[src/hdl/ist_pkg.sv]
// shared constants and types for the interpolation search table
package ist_pkg;

    localparam int VALUE_W    = 32;
    localparam int INDEX_W    = 8;
    localparam int TABLE_DEPTH = 256;
    localparam int PROD_W     = VALUE_W + INDEX_W;
    localparam int STEP_W     = $clog2(INDEX_W);
    localparam int IN_DATA_W  = INDEX_W + 2 * VALUE_W;
    localparam int OUT_DATA_W = INDEX_W;

    localparam logic CMD_WRITE  = 1'b0;
    localparam logic CMD_SEARCH = 1'b1;

    typedef enum logic [2:0] {
        S_IDLE,
        S_RD_LO,
        S_RD_HI,
        S_CMP,
        S_CALC,
        S_TEST,
        S_DONE
    } ist_state_t;

endpackage

[src/hdl/ist_muldiv.sv]
// shared multiply and shift-subtract divide unit: floor(a * b / d), quotient below 2**INDEX_W
module ist_muldiv (
    input  logic                          clk,
    input  logic                          rst_n,
    input  logic                          start,
    input  logic [ist_pkg::VALUE_W-1:0]   a,
    input  logic [ist_pkg::INDEX_W-1:0]   b,
    input  logic [ist_pkg::VALUE_W-1:0]   d,
    output logic                          done,
    output logic [ist_pkg::INDEX_W-1:0]   q
);
    import ist_pkg::*;

    logic [VALUE_W-1:0] a_reg;
    logic [INDEX_W-1:0] b_reg;
    logic [VALUE_W-1:0] d_reg;
    logic [PROD_W-1:0]  rem_reg;
    logic [INDEX_W-1:0] q_reg;
    logic [STEP_W-1:0]  step_reg;
    logic               mul_reg;
    logic               active_reg;
    logic               done_reg;

    logic [PROD_W-1:0]  trial;
    logic               take;

    // divisor shifted to the current quotient bit
    assign trial = PROD_W'(d_reg) << step_reg;
    assign take  = rem_reg >= trial;

    always_ff @(posedge clk or negedge rst_n)
    begin
        if (!rst_n)
        begin
            mul_reg    <= 1'b0;
            active_reg <= 1'b0;
            done_reg   <= 1'b0;
            step_reg   <= '0;
        end
        else
        begin
            done_reg <= 1'b0;
            if (start)
            begin
                mul_reg <= 1'b1;
            end
            else if (mul_reg)
            begin
                mul_reg    <= 1'b0;
                active_reg <= 1'b1;
                step_reg   <= STEP_W'(INDEX_W - 1);
            end
            else if (active_reg)
            begin
                step_reg <= step_reg - 1'b1;
                if (step_reg == '0)
                begin
                    active_reg <= 1'b0;
                    done_reg   <= 1'b1;
                end
            end
        end
    end

    always_ff @(posedge clk)
    begin
        if (start)
        begin
            a_reg <= a;
            b_reg <= b;
            d_reg <= d;
            q_reg <= '0;
        end
        else if (mul_reg)
        begin
            rem_reg <= PROD_W'(a_reg) * PROD_W'(b_reg);
        end
        else if (active_reg)
        begin
            q_reg <= {q_reg[INDEX_W-2:0], take};
            if (take)
            begin
                rem_reg <= rem_reg - trial;
            end
        end
    end

    assign done = done_reg;
    assign q    = q_reg;

    assert property (@(posedge clk) disable iff (!rst_n) start |=> mul_reg)
        else $error("multiply stage not entered after start");
    assert property (@(posedge clk) disable iff (!rst_n) !(mul_reg && active_reg))
        else $error("multiply and divide overlap");
    assert property (@(posedge clk) disable iff (!rst_n) done_reg |-> $past(active_reg))
        else $error("done without divide steps");

endmodule

[config.mk]
export PLATFORM = sky130hd
export DESIGN_NAME = ist_muldiv
export DESIGN_NICKNAME = d
export VERILOG_FILES = /design/src/hdl/ist_pkg.sv /design/src/hdl/ist_muldiv.sv
export SDC_FILE = /design/constraint.sdc
export NUM_CORES = 1
export LEC_CHECK = 0
export BUFFER_PORTS_ARGS = -buffer_cell sky130_fd_sc_hd__buf_2
export CAP_MARGIN = 25
export CORE_UTILIZATION = 25
export DETAILED_ROUTE_END_ITERATION = 12
export GPL_ROUTABILITY_DRIVEN = 0
export PLACE_DENSITY_LB_ADDON = 0.12
export SLEW_MARGIN = 20
export SYNTH_ARGS = -nofsm -noshare
export SYNTH_HDL_FRONTEND = slang
export SYNTH_SLANG_ARGS = --single-unit
[constraint.sdc]
create_clock -name clk -period 6.09 [get_ports clk]
set_input_delay 0.3045 -clock clk [delete_from_list [all_inputs] [get_ports clk]]
set_output_delay 0.3045 -clock clk [all_outputs]
set_load 0.03 [all_outputs]
Yosys cells after proc, flatten, opt, wreduce, memory -nomap -nowiden
Cells that the tools add are included.
{ "totals": {"register_bits": 126, "out_inout_bits": 9, "word_cells": 35} }
{ "classes": {"add_sub_neg": 2, "n_mul": 1, "order_cmp": 1, "n_shift": 1, "muxes": 13, "bitwise": 2, "n_reduce_logical": 6} }
{ "op_table": {"columns": ["cell", "count"], "rows": [
  ["$mux W40", 3],
  ["$ge A40 B40 Y1", 1],
  ["$mul A32 B8 Y40", 1],
  ["$shl A32 B3 Y40", 1],
  ["$sub A40 B40 Y40", 1],
  ["$mux W1", 8],
  ["$mux W3", 2],
  ["$reduce_and A2 Y1", 2],
  ["$reduce_bool A2 Y1", 2],
  ["$logic_not A3 Y1", 1],
  ["$reduce_and A3 Y1", 1],
  ["$sub A3 B1 Y3 const B", 1],
  ["$not A1 Y1", 2]
]} }

Logic depth before layout (Yosys ltp)
Gate-level depths: netlist of run 1.
{ "logic_depth": {"ltp_word": 5, "ltp_mapped": 21, "ltp_nobuf": 19} }

Worst setup path before layout of run 1
OpenSTA, ideal clock, no wires.
{ "synth_timing": {"path_type": "reg2reg", "from": "register step_reg[0]", "to": "register rem_reg[0], enable pin", "arrival_time_ns": 5.686, "t_required_ns": 5.639, "setup_slack_ns": -0.047, "stages_incl_launch_ff": 16, "period_less_slack_ns": 6.137, "path_cell_list": "dfrtp_1 clkbuf_1 buf_1 mux4_2 mux2i_1 ha_1 buf_2 and3_1 and2b_1 nand3_2 a2111oi_4 nor3_2 a211oi_1 o21a_1 o211ai_1 a21oi_1"} }
{ "synth_between": {"elab_chain_len": 4} }
{ "synth_lines": {"columns": ["element", "line", "rtl"], "rows": [
  ["start, declared", "ist_muldiv.sv:19", "logic [STEP_W-1:0] step_reg;"],
  ["start signal, assigned", "ist_muldiv.sv:51", "step_reg <= STEP_W'(INDEX_W - 1);"],
  ["start signal, assigned", "ist_muldiv.sv:55", "step_reg <= step_reg - 1'b1;"],
  ["$shl A32 B3 Y40", "ist_muldiv.sv:28", "assign trial = PROD_W'(d_reg) << step_reg;"],
  ["$ge A40 B40 Y1", "ist_muldiv.sv:29", "assign take = rem_reg >= trial;"],
  ["$reduce_bool A2 Y1 (no line)", null, null],
  ["$reduce_and A3 Y1 (no line)", null, null],
  ["end signal, assigned", "ist_muldiv.sv:76", "rem_reg <= PROD_W'(a_reg) * PROD_W'(b_reg);"],
  ["end signal, assigned", "ist_muldiv.sv:83", "rem_reg <= rem_reg - trial;"],
  ["end, declared", "ist_muldiv.sv:17", "logic [PROD_W-1:0] rem_reg;"]
]} }
Every way passes these cells.
A chain may end at the register's enable or synchronous reset.

Worst setup path in the final report of run 1
{ "layout_timing": {"from": "register b_reg[2]", "to": "register rem_reg[37] (data pin)"} }
{ "layout_between": {"elab_chain_len": 2} }
{ "layout_lines": {"columns": ["element", "line", "rtl"], "rows": [
  ["start, declared", "ist_muldiv.sv:15", "logic [INDEX_W-1:0] b_reg;"],
  ["start signal, assigned", "ist_muldiv.sv:70", "b_reg <= b;"],
  ["$mul A32 B8 Y40", "ist_muldiv.sv:76", null],
  ["$mux W40", "ist_muldiv.sv:74", "else if (mul_reg)"]
]} }
Every way passes these cells.

==> summary.txt, run 1 <==
Outcome
  – Status: completed

Synth
  – Most frequent cell after synthesis: and2_1
  – Count of mapped cells out of synthesis: about 1600
  – Top FF cell, synth: edfxtp_1
  – Post-synthesis average cell area: between 9 and 10 um2
  – Mapped cell area: 0.0157 mm2
  – Top cell type's share of synthesized area: between 20 and 25%
  – Syn nets: 1990
  – Top cell types by occurrence after synthesis: and2_1 (208), inv_1 (182), fa_1 (181), nand2_1 (148), edfxtp_1 (112)
  – Yosys reg bits: 126
  – Largest area contributor in the netlist: fa_1
  – Register area share after synthesis: a little under a quarter
  – Netlist cell types: between 70 and 80
  – Synth area leaders: fa_1 (23%), edfxtp_1 (21%), and2_1 (8.3%)
  – Async SR Flop Fraction: 4.76%
  – Post-synth EDFFs: about 110
  – YS warnings: 0

Place
  – Post-DP HPWL: between 30000 and 40000 um
  – Place WS: 0.320 ns
  – Dpl cell area: approximately 0.017 mm2
  – PortBufs: 83
  – Placed insts: around 2500

Clock tree
  – Hold Buf Count CTS: 73
  – H-tree levels: 4
  – Total CTS buffers: 17
  – CTS clock-pin slew for the worst setup and hold paths: ~0.080 ns
  – Root buf cell: clkbuf_16
  – CTS tree: built
  – Post-CTS Setup Repair Bufs: 0
  – Clk buf depth: 2
  – Clock sink count: between 100 and 150
  – Post_cts resized: 0
  – Skew-Pair Late Insertion Delay: approximately 0.5 ns

Run
  – Max-Cap Viols: 0

STA
  – Fin. max-slew vios: 0
  – Final hold violation count: 0
  – Unrepaired setup endpoints after global routing: false
  – F_max: between 0.15 and 0.2 GHz
  – Rel. slew slack: a little under half
  – Clock skew: approximately 0.017 ns
  – Final period util: between 90% and 100%
  – Setup TNS: 0 ns
  – Fin worst setup slack: roughly 0.32 ns
  – Final min period: around 5.8 ns
  – Setup violators final: 0
  – Worst-Margin Slew: around 0.8 ns

Route
  – WL/cell: roughly 17 um
  – DR pass1 iterations: 5
  – Via count: 11871
  – WL final: ~45000 um
  – DR DRC count: 0
  – DR iter-0 viols: 573
  – Vias/cell: 4.56
  – Post-route ant nets: 0

Setup path
  – Element type at the critical path end: register
  – CP cell instances: and2_1 > fa_1 > fa_1 > fa_1 > inv_1 > fa_1 > inv_1 > ha_1 > a21oi_1 > nand2_1 > o21ai_0 > buf_4 > nand2_1 > a31o_2 > a211o_1 > a41oi_1 > mux2_2 > o211ai_1
  – WP data required: 6.42 ns
  – Most frequent cell on the critical path: fa_1
  – Crit path max fanout: 17
  – Max stage delay on crit path: ~0.66 ns
  – CP Launch Type: register
  – Setup CP Type: register to register
  – Arr. time, crit path: around 6.1 ns
  – Slowest stage cell on the critical path: edfxtp_1

Power
  – Combinational group share of total power: between 70% and 80%
  – Power per standard cell area: about 590 mW/mm2
  – Leakage power: slightly above 0.008 uW
  – Sw power: ~5500 uW
  – Worst VDD drop: roughly 0.00023 V
  – Internal Dissipation: roughly 5300 uW
  – Flop pwr share: 13.7%
  – Sw Ratio: just over 50%
  – Clk network pwr share: under 10%

Layout
  – Non-Filler Instances: roughly 2600
  – Fillers: between 6000 and 7000
  – Area Growth Syn to Fin: 17.1%
  – Diode count: 0
  – Fin nets: 2109
  – Max reg flops: 40
  – Design area: roughly 0.018 mm2
  – Fraction of layout cells with a size suffix above 1: approximately a tenth

Floorplan
  – Chip Height: ~250 um
  – IO Count: 84
  – Cell Rows: just over 90
  – Initial Util: about a quarter
  – Core Area: 0.0618 mm2
  – Die W: around 250 um
  – Die area: 0.0637 mm2

GRT
  – Vias in the first global route: 12213
  – Largest net degree at the start of global routing: between 50 and 60
  – Wire length of the first global-routing pass: 71000 um
  – Initial antenna violation count: 0
  – GRT overflow: 0
  – Total track usage: between 10% and 20%

Hold path
  – Hold Path Class: input port to async pin
==> cell type report <==
cell class | instances | area, um2 | share of cell area (%)
Clock buffer | 18 | 429 | 2.34
Clock inverter | 14 | 140 | 0.763
Inverter | 183 | 687 | 3.74
Multi-Input combinational cell | 1247 | 11000 | 60.1
Sequential cell | 126 | 3680 | 20.0
Tap cell | 837 | 1050 | 5.70
Timing Repair Buffer | 177 | 1340 | 7.32
==> routing by layer <==
metal | share of wire [%] | up-vias | wire (um) | GRT usage, %
li1 | - | 5776 | - | -
met1 | 52 | 5859 | 23500 | 21.3
met2 | 43 | 204 | 19400 | 22.1
met3 | 3.0 | 32 | 1340 | 2.32
met4 | 1.4 | 0 | 646 | 4.26
met5 | 0 | - | 0 | 0
==> power groups by stage <==
stage,sequential [uW],combinational [uW],clock [uW]
CTS,1490,8340,1130
global route,1510,9310,1150
finish,1480,8280,1070
detailed placement,1500,8250,0
floorplan,1410,6160,0
global placement,1510,8260,0
==> logic make-up after synthesis <==
logic type,after synthesis,synth area share (%)
AND/OR/NAND/NOR,552,18.5
AO/OA/AOI/OAI,299,12.5
adder cells (fa/ha/maj),282,31.2
buffers and inverters,260,6.26
flip-flops,126,23.4
multiplexers,61,5.20
XOR/XNOR,53,2.96
==> final timing paths <==
kind | start | endpoint | slack, ns | cells past startpoint
max | b_reg[2] | rem_reg[37] | 0.32 | 18
min | rst_n | step_reg[2] | 0.18 | 2
max reg2reg | b_reg[2] | rem_reg[37] | 0.32 | 18
min in group clk | start | a_reg[22] | 0.29 | 1
max in group asynchronous | rst_n | mul_reg | 5.75 | 2
min reg2reg | q[2] | q[3] | 0.46 | 2
==> layout by cell type (no fill, tap or decap), types with 67 or more instances in the layout <==
master and instances:
inv_1 182, and2_1 208, dlygate4sd3_1 73, ha_1 101, buf_2 82, edfxtp_1 112
nand2_1 148, nor2_1 67, a21oi_1 102, fa_1 181
==> stage by stage <==
stage | utilization (%) | total power (uW) | hold WS (ns)
after floorplan | - | 7570 | 0.00891
after global placement | 27.6 | 9770 | 0.139
after detailed placement | 27.6 | 9750 | 0.139
after CTS | 29.7 | 11000 | 0.154
after global routing | 29.7 | 12000 | 0.215
final | 29.7 | 10800 | 0.181
==> critical path, delay by kind of cell, from the launching register on <==
| kind | cells | cell delay [ns] |
|---|---|---|
| DFF | 1 | 0.66 |
| AOI/OAI and AO/OA | 6 | 1.50 |
| muxes | 1 | 0.39 |
| buffers and inverters | 3 | 0.25 |
| and+or+nand+nor | 3 | 0.46 |
| adders and majority gates | 5 | 2.33 |
Power figures use the tool's default switching activity.
==> run 2: changes to the inputs <==
- RECOVER_POWER: default -> 100
==> run 2 against run 1 <==
The flow now finishes with violations (capacitance limit, slew limit). Setup slack improved by 0.0024 ns. Critical path depth did not move. Via count barely moved. Largest cell class unchanged. Non-clock buffer count did not move. Sequential power barely moved. Flip-flop and latch count did not move. Maximum frequency barely moved. Sequential share of layout area barely moved. Wire length rose by 0.19%. Final cell count did not move. Clock skew barely moved.
==> summary.txt, run 2 (synthesis results as in run 1) <==
GRT
  – Vias in the first global route: ~12000
  – Total track usage: 14.6%
  – Wire length of the first global-routing pass: about 71000 um
  – GRT overflow: 0
  – Largest net degree at the start of global routing: 57
  – Initial antenna violation count: 0

Hold path
  – Hold Path Class: input port to async pin

Route
  – WL/cell: between 15 and 20 um
  – DR DRC count: 0
  – Met2 Wirelength: slightly below 20000 um
  – Detail Route met3 WL: 1320 um
  – M1 wire length: 23600 um
  – Post-route ant nets: 0
  – DR iter-0 viols: approximately 620
  – WL final: around 45000 um
  – DR pass1 iterations: 5
  – Highest metal used: met4
  – Vias/cell: about 4.6
  – Via count: about 12000

Layout
  – Diode count: 0
  – Commonest non-fill, non-tap cells in the layout: and2_1 (207), inv_1 (182), fa_1 (181)
  – Commonest non-fill, non-tap cell in the layout: and2_1
  – Max reg flops: 40
  – Fin nets: ~2100
  – Design area: ~0.018 mm2
  – Area Growth Syn to Fin: 16.8%
  – Non-Filler Instances: 2602
  – Fraction of layout cells with a size suffix above 1: 8.78%

Power
  – Combinational group share of total power: 76.4%
  – Internal Dissipation: around 5300 uW
  – Sw power: about 5500 uW
  – Power per standard cell area: 591 mW/mm2
  – Flop pwr share: between 10% and 20%
  – Clk network pwr share: a little under 10%
  – Worst VDD drop: approximately 0.00023 V
  – Sw Ratio: roughly 50%
  – Leakage power: between 0.008 and 0.009 uW

STA
  – Clock skew: about 0.017 ns
  – Rel. slew slack: -115%
  – Setup TNS: 0 ns
  – Fin. max-slew vios: 90
  – WHS: around 0.24 ns
  – Final period util: between 90% and 100%
  – Unrepaired setup endpoints after global routing: false
  – Worst-Margin Slew: approximately 3.2 ns
  – F_max: about 0.17 GHz
  – Final hold violation count: 0
  – Final min period: roughly 5.8 ns
  – Setup violators final: 0

Floorplan
  – Die area: approximately 0.064 mm2
  – Initial Util: ~25%
  – Chip Height: roughly 250 um
  – IO Count: 84
  – Die W: approximately 250 um
  – Cell Rows: 91
  – Core Area: ~0.062 mm2

Clock tree
  – Clk buf depth: 2
  – H-tree levels: 4
  – Root buf cell: clkbuf_16
  – Post-CTS Setup Repair Bufs: 0
  – Skew-Pair Late Insertion Delay: 0.50 ns
  – Post_cts resized: 0
  – Clock sink count: 126
  – Total CTS buffers: 17
  – CTS tree: built
  – Hold Buf Count CTS: 73
  – CTS clock-pin slew for the worst setup and hold paths: 0.08 ns

Place
  – Dpl cell area: around 0.017 mm2
  – Post-DP HPWL: between 30000 and 40000 um
  – Placed insts: about 2500
  – PortBufs: 83

Setup path
  – R2r worst-path depth: 18
  – WP data required: 6.42 ns
  – Crit path max fanout: 17
  – Arr. time, crit path: about 6 ns
  – Setup CP Type: register to register
  – CP Launch Type: register
  – Element type at the critical path end: register

Outcome
  – Status: complete, but fails checks
  – Failing checks: capacitance limit, slew limit

Run
  – Max-Cap Viols: 2
run 2: changes by cell type in the layout (fill, tap and decap cells not counted):
cell	previous run	this run
and2_1	208	207
dfrtp_2	3	2
clkbuf_2	0	1
nor3_1	21	22
clkbuf_1	1	16
and2_0	0	1
nor3_2	2	1
dfrtp_1	3	4
or2_1	1	0
buf_4	19	18
buf_2	82	68
buf_12	3	2
or2_0	0	1
run 2: stage by stage:
step | setup slack (ns) | power [uW] | utilization [%]
floorplan | 0.832 | 7570 | -
global placement | 0.361 | 9770 | 27.6
detailed placement | 0.320 | 9750 | 27.6
CTS | 0.277 | 11000 | 29.7
global route | 0.00107 | 12000 | 29.6
finish | 0.327 | 10800 | 29.6
run 2: critical path, stage by stage (launching register included):
cell and delay (ns):
edfxtp_1 0.67, and2_1 0.27, fa_1 0.52, fa_1 0.52, fa_1 0.49, inv_1 0.05, fa_1 0.48, inv_1 0.04
ha_1 0.32, a21oi_1 0.20, nand2_1 0.10, o21ai_0 0.22, buf_4 0.16, nand2_1 0.09, a31o_2 0.28, a211o_1 0.29
a41oi_1 0.36, mux2_2 0.39, o211ai_1 0.15
run 2: power by group through the flow:
stage / Sequential, uW / Clock [uW] / Combinational (uW)
2_1_floorplan: 1410 / 0 / 6160
3_3_place_gp: 1510 / 0 / 8260
3_5_place_dp: 1500 / 0 / 8250
4_1_cts: 1490 / 1130 / 8340
5_1_grt: 1510 / 1150 / 9300
6_report: 1480 / 1070 / 8260
run 2: final cells by class:
class | count | area, um2
tap | 837 | 1050
sequential | 126 | 3680
fill | 6530 | 43500
inverter | 183 | 687
clock buffer | 18 | 429
multi-input combinational | 1247 | 11000
clock inverter | 14 | 140
timing repair buffer | 177 | 1310
run 2: path summary, 6_finish.rpt:
check | startpoint | end | slack (ns)
min in group clk | q[3] | q[3] | 0.47
min | rst_n | step_reg[2] | 0.24
max | b_reg[2] | rem_reg[37] | 0.33
max reg2reg | b_reg[2] | rem_reg[37] | 0.33
max in group asynchronous | rst_n | mul_reg | 5.58
min reg2reg | q[3] | q[3] | 0.47
run 2: routing by layer:
layer / vias up / global-route usage, %
met2: 191 / 22.1
li1: 5777 / -
met5: - / 0
met1: 5865 / 21.3
met4: 0 / 4.26
met3: 32 / 2.32
==> run 3: changes to the inputs <==
- CTS_CLUSTER_SIZE: default -> 40
- MAX_ROUTING_LAYER: default -> met4
==> run 3 against run 2 <==
The run still ends with capacitance limit, slew limit left. Sequential share of layout area is essentially flat. Largest power group unchanged. Clock skew is essentially flat. Critical path type unchanged. Setup slack lost 0.018 ns.
==> summary.txt, run 3 (synthesis results as in run 1) <==
Power
  – Leakage power: between 0.008 and 0.009 uW
  – Power per standard cell area: 590 mW/mm2
  – Worst VDD drop: around 0.00022 V

STA
  – F_max: 0.173 GHz
  – Final hold violation count: 0
  – Final period util: around 95%
  – Rel. slew slack: -111%
  – Setup violators final: 0
  – Fin worst setup slack: between 0.3 and 0.4 ns
  – Worst-Margin Slew: between 3 and 4 ns
  – Fin. max-slew vios: 90
  – Unrepaired setup endpoints after global routing: false
  – Setup TNS: 0 ns
  – WHS: around 0.24 ns
  – Clock skew: about 0.017 ns
  – Final min period: about 5.8 ns

Outcome
  – Status: complete, but fails checks
  – Failing checks: capacitance limit, slew limit

Setup path
  – Worst reg2reg startpoint: b_reg[2]
  – Crit path max-delay family: adder cells
  – Critical path buffer and inverter count: 3
  – Most frequent cell on the critical path: fa_1
  – WP data required: between 6 and 7 ns
  – Worst reg2reg endpoint: rem_reg[37]
  – Setup CP Type: register to register
  – Slowest stage cell on the critical path: edfxtp_1
  – Element type at the critical path end: register
  – CP Launch Point: b_reg[2]
  – Max stage delay on crit path: around 0.67 ns
  – CP Capture Point: rem_reg[37]
  – R2r worst-path depth: 18
  – CP Launch Type: register
  – Worst R2R Setup Slack: approximately 0.31 ns
  – CP Depth: 18
  – CP cell instances: and2_1 > fa_1 > fa_1 > fa_1 > inv_1 > fa_1 > inv_1 > ha_1 > a21oi_1 > nand2_1 > o21ai_0 > buf_4 > nand2_1 > a31o_2 > a211o_1 > a41oi_1 > mux2_2 > o211ai_1
  – Arr. time, crit path: a little over 6 ns
  – Crit path max fanout: 17

Place
  – Dpl cell area: between 0.015 and 0.02 mm2
  – Place WS: about 0.32 ns
  – PortBufs: 83
  – Post-DP HPWL: around 34000 um

GRT
  – Largest net degree at the start of global routing: between 50 and 60
  – Total track usage: around 15%
  – Wire length of the first global-routing pass: roughly 71000 um
  – GRT overflow: 0
  – Initial antenna violation count: 0
  – Vias in the first global route: ~12000

Clock tree
  – Clock sink count: between 100 and 150
  – H-tree levels: 4
  – Root buf cell: clkbuf_16
  – CTS tree: built
  – CTS clock-pin slew for the worst setup and hold paths: roughly 0.08 ns
  – Hold Buf Count CTS: between 70 and 80
  – Total CTS buffers: 17
  – Post_cts resized: 0
  – Clk buf depth: 2
  – Skew-Pair Late Insertion Delay: around 0.50 ns
  – Post-CTS Setup Repair Bufs: 0

Route
  – DR DRC count: 0
  – Vias/cell: 4.55
  – DR pass1 iterations: 5
  – Via count: approximately 12000
  – DR iter-0 viols: between 600 and 700
  – WL final: approximately 45000 um
  – Post-route ant nets: 0
  – WL/cell: about 17 um

Floorplan
  – Initial Util: ~25%
  – IO Count: 84
  – Die W: 252 um
  – Cell Rows: 91
  – Die area: 0.0637 mm2
  – Core Area: approximately 0.062 mm2
  – Chip Height: 252 um

Layout
  – Commonest non-fill, non-tap cells in the layout: and2_1 (207), inv_1 (182), fa_1 (181)
  – Fraction of layout cells with a size suffix above 1: about 8.8%
  – Design area: around 0.018 mm2
  – Fin nets: 2109
  – Max reg flops: 40
  – Commonest non-fill, non-tap cell in the layout: and2_1
  – Area Growth Syn to Fin: 16.8%

Hold path
  – Hold Path Class: input port to async pin

Run
  – Max-Cap Viols: 2
==> run 3: metal layers <==
metal	part of all wire (%)	up-vias	wire length [um]	track usage, %
met1	52	5813	23500	21.3
met4	1.5	0	669	4.42
met5	0	-	0	-
li1	-	5781	-	-
met2	43	206	19500	22.1
met3	3.0	33	1360	2.19
==> run 3: worst min path at each step <==
| stage | from | to | slack [ns] |
|---|---|---|---|
| 2_1_floorplan | rst_n | active_reg | 0.009 |
| 3_3_place_gp | rst_n | done | 0.14 |
| 3_5_place_dp | rst_n | done | 0.14 |
| 4_1_cts | rst_n | active_reg | 0.15 |
| 5_1_grt | rst_n | step_reg[0] | 0.30 |
| 6_report | rst_n | step_reg[2] | 0.24 |
==> run 3: where the power goes <==
group / internal (uW) / leakage (uW) / switching, uW / total, uW
logic: 3360 / 0.00655 / 4900 / 8260
clock network: 599 / 0.000274 / 474 / 1070
registers: 1320 / 0.00122 / 165 / 1480
==> run 3: area by class of cell <==
class,instances,area [um2]
clock inverters,14,140
repair buffers,177,1310
well taps,837,1050
inverters,183,687
multi-input cells,1247,11000
diodes,1,2.50
clock buffers,18,429
flip-flops and latches,126,3680
fillers,6530,43500
==> run 3: metrics by stage <==
stage | power (uW) | utilization, % | std cells
after floorplan | 7570 | - | 1633
after global placement | 9770 | 27.6 | 2497
after detailed placement | 9750 | 27.6 | 2497
after CTS | 11000 | 29.7 | 2602
after global routing | 12000 | 29.6 | 2602
final | 10800 | 29.6 | 2603
